[src/rtl/core/sha1_pkg.sv]
// ----------------------------------------------------------------------------
// sha1_pkg
// Shared constants and control types for the SHA-1 byte stream hasher.
// ----------------------------------------------------------------------------
package sha1_pkg;

  localparam int ROUNDS = 80;
  localparam int BLOCK_WORDS = 16;
  localparam int CHAIN_WORDS = 5;

  // initial chaining values
  localparam logic [31:0] H_INIT [CHAIN_WORDS] = '{
    32'h67452301, 32'hEFCDAB89, 32'h98BADCFE, 32'h10325476, 32'hC3D2E1F0
  };

  // round constants, one per group of 20 rounds
  localparam logic [31:0] K_0 = 32'h5A827999;
  localparam logic [31:0] K_1 = 32'h6ED9EBA1;
  localparam logic [31:0] K_2 = 32'h8F1BBCDC;
  localparam logic [31:0] K_3 = 32'hCA62C1D6;

  localparam logic [7:0] PAD_BYTE = 8'h80;

  // first byte position that no longer leaves room for the length field
  localparam logic [5:0] LEN_POS = 6'd56;

  // commands to the round unit
  typedef struct packed {
    logic load;   // working vars <= chain
    logic step;   // run one round
    logic fold;   // chain <= chain + working vars
    logic init;   // chain <= initial values
  } rnd_ctl_t;

  // commands to the block buffer / schedule
  typedef struct packed {
    logic       byte_we;  // write one message byte at pos
    logic       pad;      // 0x80 at pos, zeros after it
    logic       len_we;   // write bit length into words 14 and 15
    logic       clear;    // zero the whole block
    logic       shift;    // advance the message schedule one round
    logic [5:0] pos;
  } sched_ctl_t;

endpackage

[src/rtl/core/sha1_byte_stream_hasher.sv]
// ----------------------------------------------------------------------------
// sha1_byte_stream_hasher
// SHA-1 over a byte stream, one byte per input beat, digest per message.
// ----------------------------------------------------------------------------
// Every 64th byte starts a block compression (load, 80 rounds on the one
// shared round unit, fold). An end-of-message beat adds padding and one
// compression when the bytes left in the last block are 55 or fewer, else
// two, before the digest beat appears; when the closing byte itself
// completes a block, the data block and then the padding block are
// compressed. The digest sits in an output register; the next message may
// stream in while it waits, and the block stalls only when a new digest is
// ready before the old one has been taken. in_ready is low during
// compression.
// ----------------------------------------------------------------------------
module sha1_byte_stream_hasher import sha1_pkg::*; (
  input  logic        clk,
  input  logic        rst,
  input  logic        in_valid,
  output logic        in_ready,
  input  logic [7:0]  data_byte,
  input  logic        byte_present,
  input  logic        end_of_message,
  output logic        out_valid,
  input  logic        out_ready,
  output logic [31:0] digest_word_0,
  output logic [31:0] digest_word_1,
  output logic [31:0] digest_word_2,
  output logic [31:0] digest_word_3,
  output logic [31:0] digest_word_4
);

  localparam logic [2:0] S_IDLE  = 3'd0;
  localparam logic [2:0] S_START = 3'd1;
  localparam logic [2:0] S_RUN   = 3'd2;
  localparam logic [2:0] S_FOLD  = 3'd3;
  localparam logic [2:0] S_PAD   = 3'd4;
  localparam logic [2:0] S_LEN   = 3'd5;

  // which block is being compressed
  localparam logic [1:0] BLK_DATA  = 2'd0;
  localparam logic [1:0] BLK_PAD   = 2'd1;
  localparam logic [1:0] BLK_FINAL = 2'd2;

  logic [2:0]  state, state_next;
  logic [1:0]  blk, blk_next;
  logic        pend_last, pend_last_next;
  logic [60:0] count, count_next;
  logic        out_load;

  rnd_ctl_t    rctl;
  sched_ctl_t  sctl;
  logic [31:0] w_cur;
  logic        last_round;
  logic [31:0] sum [CHAIN_WORDS];
  logic        in_beat;

  assign in_ready = (state == S_IDLE);
  assign in_beat  = in_valid && in_ready;

  sha1_sched u_sched (
    .clk     (clk),
    .ctl     (sctl),
    .wr_byte (data_byte),
    .bit_len ({count, 3'b000}),
    .w_cur   (w_cur)
  );

  sha1_round u_round (
    .clk        (clk),
    .rst        (rst),
    .ctl        (rctl),
    .w_cur      (w_cur),
    .last_round (last_round),
    .sum        (sum)
  );

  // sequencer
  always_comb begin
    state_next     = state;
    blk_next       = blk;
    pend_last_next = pend_last;
    count_next     = count;
    out_load       = 1'b0;
    rctl           = '0;
    sctl           = '0;
    sctl.pos       = count[5:0];
    unique case (state)
      S_IDLE: begin
        if (in_beat) begin
          pend_last_next = end_of_message;
          if (byte_present) begin
            sctl.byte_we = 1'b1;
            count_next   = count + 61'd1;
            if (count[5:0] == 6'h3F) begin
              blk_next   = BLK_DATA;
              state_next = S_START;
            end else if (end_of_message) begin
              state_next = S_PAD;
            end
          end else if (end_of_message) begin
            state_next = S_PAD;
          end
        end
      end
      S_PAD: begin
        sctl.pad = 1'b1;
        if (count[5:0] >= LEN_POS) begin
          blk_next = BLK_PAD;
        end else begin
          sctl.len_we = 1'b1;
          blk_next    = BLK_FINAL;
        end
        state_next = S_START;
      end
      S_LEN: begin
        sctl.clear  = 1'b1;
        sctl.len_we = 1'b1;
        blk_next    = BLK_FINAL;
        state_next  = S_START;
      end
      S_START: begin
        rctl.load  = 1'b1;
        state_next = S_RUN;
      end
      S_RUN: begin
        rctl.step  = 1'b1;
        sctl.shift = 1'b1;
        if (last_round) state_next = S_FOLD;
      end
      S_FOLD: begin
        unique case (blk)
          BLK_DATA: begin
            rctl.fold  = 1'b1;
            state_next = pend_last ? S_PAD : S_IDLE;
          end
          BLK_PAD: begin
            rctl.fold  = 1'b1;
            state_next = S_LEN;
          end
          default: begin
            // final block: wait for room in the output register
            if (!out_valid || out_ready) begin
              out_load   = 1'b1;
              rctl.init  = 1'b1;
              count_next = '0;
              state_next = S_IDLE;
            end
          end
        endcase
      end
      default: state_next = S_IDLE;
    endcase
  end

  always_ff @(posedge clk) begin
    if (rst) begin
      state     <= S_IDLE;
      blk       <= BLK_DATA;
      pend_last <= 1'b0;
      count     <= '0;
    end else begin
      state     <= state_next;
      blk       <= blk_next;
      pend_last <= pend_last_next;
      count     <= count_next;
    end
  end

  // digest output register
  always_ff @(posedge clk) begin
    if (rst) begin
      out_valid <= 1'b0;
    end else if (out_load) begin
      out_valid <= 1'b1;
    end else if (out_ready) begin
      out_valid <= 1'b0;
    end
  end

  always_ff @(posedge clk) begin
    if (out_load) begin
      digest_word_0 <= sum[0];
      digest_word_1 <= sum[1];
      digest_word_2 <= sum[2];
      digest_word_3 <= sum[3];
      digest_word_4 <= sum[4];
    end
  end

endmodule

[src/rtl/core/sha1_sched.sv]
// ----------------------------------------------------------------------------
// sha1_sched
// 16-word block buffer that doubles as the message schedule window.
// ----------------------------------------------------------------------------
module sha1_sched import sha1_pkg::*; (
  input  logic        clk,
  input  sched_ctl_t  ctl,
  input  logic [7:0]  wr_byte,
  input  logic [63:0] bit_len,
  output logic [31:0] w_cur
);

  logic [31:0] w      [BLOCK_WORDS];
  logic [31:0] w_next [BLOCK_WORDS];
  logic [31:0] w_mix;
  logic [31:0] w_new;

  // next schedule word, w[t+16]
  assign w_mix = w[13] ^ w[8] ^ w[2] ^ w[0];
  assign w_new = {w_mix[30:0], w_mix[31]};
  assign w_cur = w[0];

  always_comb begin
    w_next = w;
    if (ctl.clear) begin
      for (int i = 0; i < BLOCK_WORDS; i++) w_next[i] = '0;
    end
    // byte lanes, big-endian inside each word
    for (int i = 0; i < BLOCK_WORDS; i++) begin
      for (int j = 0; j < 4; j++) begin
        if (ctl.pad && 6'(4 * i + j) == ctl.pos) w_next[i][31 - 8*j -: 8] = PAD_BYTE;
        if (ctl.pad && 6'(4 * i + j) > ctl.pos) w_next[i][31 - 8*j -: 8] = '0;
        if (ctl.byte_we && 6'(4 * i + j) == ctl.pos) w_next[i][31 - 8*j -: 8] = wr_byte;
      end
    end
    if (ctl.len_we) begin
      w_next[BLOCK_WORDS-2] = bit_len[63:32];
      w_next[BLOCK_WORDS-1] = bit_len[31:0];
    end
    if (ctl.shift) begin
      for (int i = 0; i < BLOCK_WORDS - 1; i++) w_next[i] = w[i+1];
      w_next[BLOCK_WORDS-1] = w_new;
    end
  end

  always_ff @(posedge clk) begin
    w <= w_next;
  end

endmodule

[src/rtl/core/sha1_round.sv]
// ----------------------------------------------------------------------------
// sha1_round
// Chaining words, working variables and the single shared round datapath.
// ----------------------------------------------------------------------------
module sha1_round import sha1_pkg::*; (
  input  logic        clk,
  input  logic        rst,
  input  rnd_ctl_t    ctl,
  input  logic [31:0] w_cur,
  output logic        last_round,
  output logic [31:0] sum [CHAIN_WORDS]
);

  logic [31:0] h [CHAIN_WORDS];
  logic [31:0] a, b, c, d, e;
  logic [6:0]  rnd;
  logic [31:0] f, k, t;

  assign last_round = (rnd == 7'(ROUNDS - 1));

  // chain plus working vars, used for fold and for the digest
  assign sum[0] = h[0] + a;
  assign sum[1] = h[1] + b;
  assign sum[2] = h[2] + c;
  assign sum[3] = h[3] + d;
  assign sum[4] = h[4] + e;

  // round function and constant by round group
  always_comb begin
    if (rnd < 7'd20) begin
      f = (b & c) | (~b & d);
      k = K_0;
    end else if (rnd < 7'd40) begin
      f = b ^ c ^ d;
      k = K_1;
    end else if (rnd < 7'd60) begin
      f = (b & c) | (b & d) | (c & d);
      k = K_2;
    end else begin
      f = b ^ c ^ d;
      k = K_3;
    end
    t = {a[26:0], a[31:27]} + f + e + k + w_cur;
  end

  // chaining words
  always_ff @(posedge clk) begin
    if (rst || ctl.init) begin
      for (int i = 0; i < CHAIN_WORDS; i++) h[i] <= H_INIT[i];
    end else if (ctl.fold) begin
      h <= sum;
    end
  end

  // round counter
  always_ff @(posedge clk) begin
    if (rst || ctl.load) begin
      rnd <= '0;
    end else if (ctl.step) begin
      rnd <= last_round ? '0 : rnd + 7'd1;
    end
  end

  // working variables
  always_ff @(posedge clk) begin
    if (ctl.load) begin
      a <= h[0];
      b <= h[1];
      c <= h[2];
      d <= h[3];
      e <= h[4];
    end else if (ctl.step) begin
      a <= t;
      b <= a;
      c <= {b[1:0], b[31:2]};
      d <= c;
      e <= d;
    end
  end

endmodule

[config.mk]
export PLATFORM = sky130hd
export DESIGN_NAME = sha1_byte_stream_hasher
export DESIGN_NICKNAME = d
export VERILOG_FILES = /design/src/rtl/core/sha1_pkg.sv /design/src/rtl/core/sha1_byte_stream_hasher.sv /design/src/rtl/core/sha1_sched.sv /design/src/rtl/core/sha1_round.sv
export SDC_FILE = /design/constraint.sdc
export NUM_CORES = 2
export LEC_CHECK = 0
export ABC_CLOCK_PERIOD_IN_PS = 11250
export BUFFER_PORTS_ARGS = -buffer_cell sky130_fd_sc_hd__buf_2
export CAP_MARGIN = 20
export CORE_ASPECT_RATIO = 0.5
export CORE_MARGIN = 5
export CORE_UTILIZATION = 60
export DETAILED_ROUTE_END_ITERATION = 8
export GPL_TIMING_DRIVEN = 1
export PLACE_DENSITY = 0.82
export SYNTH_ARGS = -nofsm -noshare
export SYNTH_HDL_FRONTEND = slang
export SYNTH_SLANG_ARGS = --single-unit
[constraint.sdc]
create_clock -name clk -period 11.25 [get_ports clk]
set_input_delay 2.25 -clock clk [delete_from_list [all_inputs] [get_ports clk]]
set_output_delay 2.25 -clock clk [all_outputs]
set_load 0.05 [all_outputs]
==> impl_table.tex <==
\begin{tabular}{lr}
\hline
Metric & Value \\
\hline
\multicolumn{2}{l}{\textbf{Global route}} \\
\quad Largest net degree at the start of global routing & 262 \\
\quad Number of global-route vias before repair & 41.3k \\
\quad Total global routing overflow & 0 \\
\quad Initial antenna violation count & 6 \\
\quad First-pass GRT wire length & 252 mm \\
\quad Global router's overall resource usage & 0.327 \\
\multicolumn{2}{l}{\textbf{Drt}} \\
\quad Routed Wire Length & 169 mm \\
\quad Detailed router's first-iteration violation count & 6455 \\
\quad Detailed Routing Iterations Pass 1 & 9 \\
\quad Number of nets with antenna violations after detailed routing & 0 \\
\quad Via count & 43.6k \\
\quad Routed wire length per instance & 25.2 µm \\
\quad Routed via count divided by cell count & 6.54 \\
\quad Drc violations & 5 \\
\multicolumn{2}{l}{\textbf{Critical path}} \\
\quad Max stage delay on crit path & 0.76 ns \\
\quad Max Fanout on Critical Path & 21 \\
\quad Slowest-stage cell, CP & sky130\_fd\_sc\_hd\_\_clkinv\_1 \\
\quad Nature of the critical path startpoint & flop \\
\quad Sort of element at the end of the critical path & flop \\
\quad Family with the most delay on the worst path & compound AO/OA/AOI/OAI gates \\
\quad Critical path's most frequent cell & sky130\_fd\_sc\_hd\_\_a21oi\_1 \\
\quad Buffers plus inverters on the worst setup path & 5 \\
\quad Required time at the worst-slack endpoint & 11.68 ns \\
\quad Kind of critical path & reg2reg \\
\quad Arrival time of data at the critical path endpoint & 8.48 ns \\
\multicolumn{2}{l}{\textbf{Clock network}} \\
\quad Clock Tree Root & sky130\_fd\_sc\_hd\_\_clkbuf\_16 \\
\quad Post-CTS repair timing setup buffer count & 0 \\
\quad Number of H-tree levels & 3 \\
\quad Clock Pin Slew Worst Setup and Hold Paths & 0.07 ns \\
\quad Insertion delay to the later sink of the worst-skew pair & 0.74 ns \\
\quad Clock buffers created by TritonCTS & 93 \\
\quad Number of cells upsized or downsized after cts & 0 \\
\quad Hold bufs inserted after CTS & 0 \\
\quad CTS tree & done \\
\quad Clock tree sinks & 1067 \\
\quad Maximum number of buffers from clock root to sink & 3 \\
\multicolumn{2}{l}{\textbf{Yosys}} \\
\quad Top cells by area in the synthesized netlist & sky130\_fd\_sc\_hd\_\_edfxtp\_1, sky130\_fd\_sc\_hd\_\_dfxtp\_1, sky130\_fd\_sc\_hd\_\_a22o\_1 \\
\quad Number of enable-type register cells in the synthesized netlist & 832 \\
\quad Ys async rst share & 0 \\
\quad Synthesized instance count & 5277 \\
\quad Yosys warning total & 0 \\
\quad Post-synth cell types & 81 \\
\quad Cell with the most instances after synthesis & sky130\_fd\_sc\_hd\_\_nand2\_1 \\
\quad Combined area of all synthesized cells & 56400 µm² \\
\quad Ranking of synthesized cells by instance count & sky130\_fd\_sc\_hd\_\_nand2\_1, sky130\_fd\_sc\_hd\_\_edfxtp\_1, sky130\_fd\_sc\_hd\_\_a22o\_1, sky130\_fd\_sc\_hd\_\_nor2\_1, sky130\_fd\_sc\_hd\_\_a21oi\_1 \\
\quad Mapped Avg Cell Area & 10.7 µm² \\
\quad Share of synthesized area occupied by flip-flops and latches & 0.527 \\
\quad Total of flip-flops plus latches after synthesis & 1067 \\
\quad Main synth FF type & sky130\_fd\_sc\_hd\_\_edfxtp\_1 \\
\quad Synthesized net count & 5614 \\
\quad Proportion of netlist area held by the largest area contributor & 0.443 \\
\quad Cell taking the most area after synthesis & sky130\_fd\_sc\_hd\_\_edfxtp\_1 \\
\multicolumn{2}{l}{\textbf{Floorplanning}} \\
\quad I/O pin count & 176 \\
\quad DIE HEIGHT & 227 µm \\
\quad Die area & 101000 µm² \\
\quad Core area & 93100 µm² \\
\quad Number of placement rows & 79 \\
\quad Effective utilization at floorplan & 0.606 \\
\quad Die W & 444 µm \\
\multicolumn{2}{l}{\textbf{Placed design}} \\
\quad Number of input and output port buffers inserted & 175 \\
\quad GPL Wtd Cong & 1.06 \\
\quad Number of placed instances with taps included & 6486 \\
\quad Half-perimeter wire length after detailed placement & 120 mm \\
\quad Pre-CTS setup slack & 3.26 ns \\
\multicolumn{2}{l}{\textbf{STA}} \\
\quad Period minus WS final & 8.05 ns \\
\quad RSZ-0062 raised after global routing & no \\
\quad Final setup slack of the worst path & 3.20 ns \\
\quad Final hold slack & 0.479 ns \\
\quad Final setup TNS & 0 ns \\
\quad Final slew viol count & 0 \\
\quad Portion of the clock cycle consumed by the worst path in the final layout & 0.715 \\
\quad Skew final & 0.0297 ns \\
\quad Maximum clock frequency & 124 MHz \\
\quad Worst slew margin relative to its limit & 0.0905 \\
\quad Slew at the pin closest to its max-slew limit & 1.36 ns \\
\quad Hold violation total from the final report & 0 \\
\quad Setup-failing EPs final & 0 \\
\multicolumn{2}{l}{\textbf{Flow run}} \\
\quad Max-Cap Viols & 0 \\
\multicolumn{2}{l}{\textbf{Finish}} \\
\quad Final instance count without filler cells & 6675 \\
\quad Nets@finish & 5673 \\
\quad Reg with most FFs & u\_sched.w \\
\quad Flip-flop count of the largest register, all copies and words added & 480 \\
\quad Registers with the most flip-flops & u\_sched.w x480, u\_round.h x160, count x61 \\
\quad Area growth from synthesis to final layout & 9.11\% \\
\quad Layout cells sized above 1 & 0.0797 \\
\multicolumn{2}{l}{\textbf{Hold path}} \\
\quad Worst min path class & reg2reg \\
\multicolumn{2}{l}{\textbf{Power and ir drop}} \\
\quad Maximum VDD drop & 0.131 mV \\
\quad Pwr dens & 171 nW/µm² \\
\quad Power Total & 0.0105 W \\
\quad Static Leak & 23.8 nW \\
\multicolumn{2}{l}{\textbf{Status}} \\
\quad Violations in the final reports & design-rule violations \\
\quad Result of the run & finished with violations \\
\hline
\end{tabular}
-- report_power, final --
part	internal [W]	total (W)	switching, W
clock	0.00182	0.00335	0.00153
sequential	0.00464	0.00484	0.000203
combinational	0.000859	0.00235	0.00149
total	0.00732	0.0105	0.00322
-- cell type report --
class	count	area (µm²)
clock inverters	47	571
diodes	3	7.51
clock buffers	129	2590
well taps	1255	1570
fillers	6913	31600
repair buffers	238	1360
flip-flops and latches	1067	29700
multi-input cells	3646	24600
inverters	290	1090
-- worst min-delay path, delay by kind of cell, from the launching register on --
family / cells / cell delay, ns
DFF: 1 / 0.32
and+or+nand+nor: 1 / 0.06
AOI/OAI and AO/OA: 1 / 0.06
-- placed cells by master, fill, tap and decap left out, types with 80 or more instances in the layout --
| master | netlist | routed |
|---|---|---|
| sky130_fd_sc_hd__buf_2 | 1 | 183 |
| sky130_fd_sc_hd__inv_1 | 287 | 287 |
| sky130_fd_sc_hd__dfxtp_1 | 235 | 235 |
| sky130_fd_sc_hd__nor2_1 | 341 | 338 |
| sky130_fd_sc_hd__edfxtp_1 | 832 | 832 |
| sky130_fd_sc_hd__fa_1 | 119 | 119 |
| sky130_fd_sc_hd__a21oi_1 | 318 | 315 |
| sky130_fd_sc_hd__a21o_1 | 80 | 80 |
| sky130_fd_sc_hd__xor2_1 | 120 | 120 |
| sky130_fd_sc_hd__ha_1 | 204 | 204 |
| sky130_fd_sc_hd__clkbuf_16 | 0 | 93 |
| sky130_fd_sc_hd__o21ai_0 | 275 | 275 |
| sky130_fd_sc_hd__xnor2_1 | 206 | 206 |
| sky130_fd_sc_hd__nand3_1 | 106 | 106 |
| sky130_fd_sc_hd__nand2_1 | 875 | 874 |
| sky130_fd_sc_hd__a22o_1 | 395 | 395 |
-- layer usage --
metal,part of all wire,GRT usage,wire length [µm],vias up
li1,-,-,-,19200
met1,0.39,0.443,66000,21300
met2,0.44,0.507,74700,2686
met3,0.12,0.0968,21000,440
met4,0.040,0.120,6820,4
met5,0.00023,0,38,-
-- final timing paths --
kind	end	cells after the start	from	slack, ns
setup / recovery	u_round.a[24]	25	u_round.rnd[3]	3.20
hold / removal	pend_last	2	pend_last	0.48
setup reg to reg	u_round.a[24]	25	u_round.rnd[3]	3.20
hold reg to reg	pend_last	2	pend_last	0.48
-- cell families after synthesis --
group,synth area share
xor gates and xnor gates,0.0510
adders and majority gates,0.0875
muxes,0.00628
DFF,0.527
and+or+nand+nor,0.119
buffers and inverters,0.0378
AOI/OAI and AO/OA,0.172
-- through the flow --
stage / cell area (µm²) / utilization
finish: 61500 / 0.661
global route: 61500 / 0.661
CTS: 61400 / 0.660
detailed placement: 58300 / 0.626
global placement: 58200 / 0.625
floorplan: 56400 / -
Note: power is estimated with default switching activity, not from simulation.
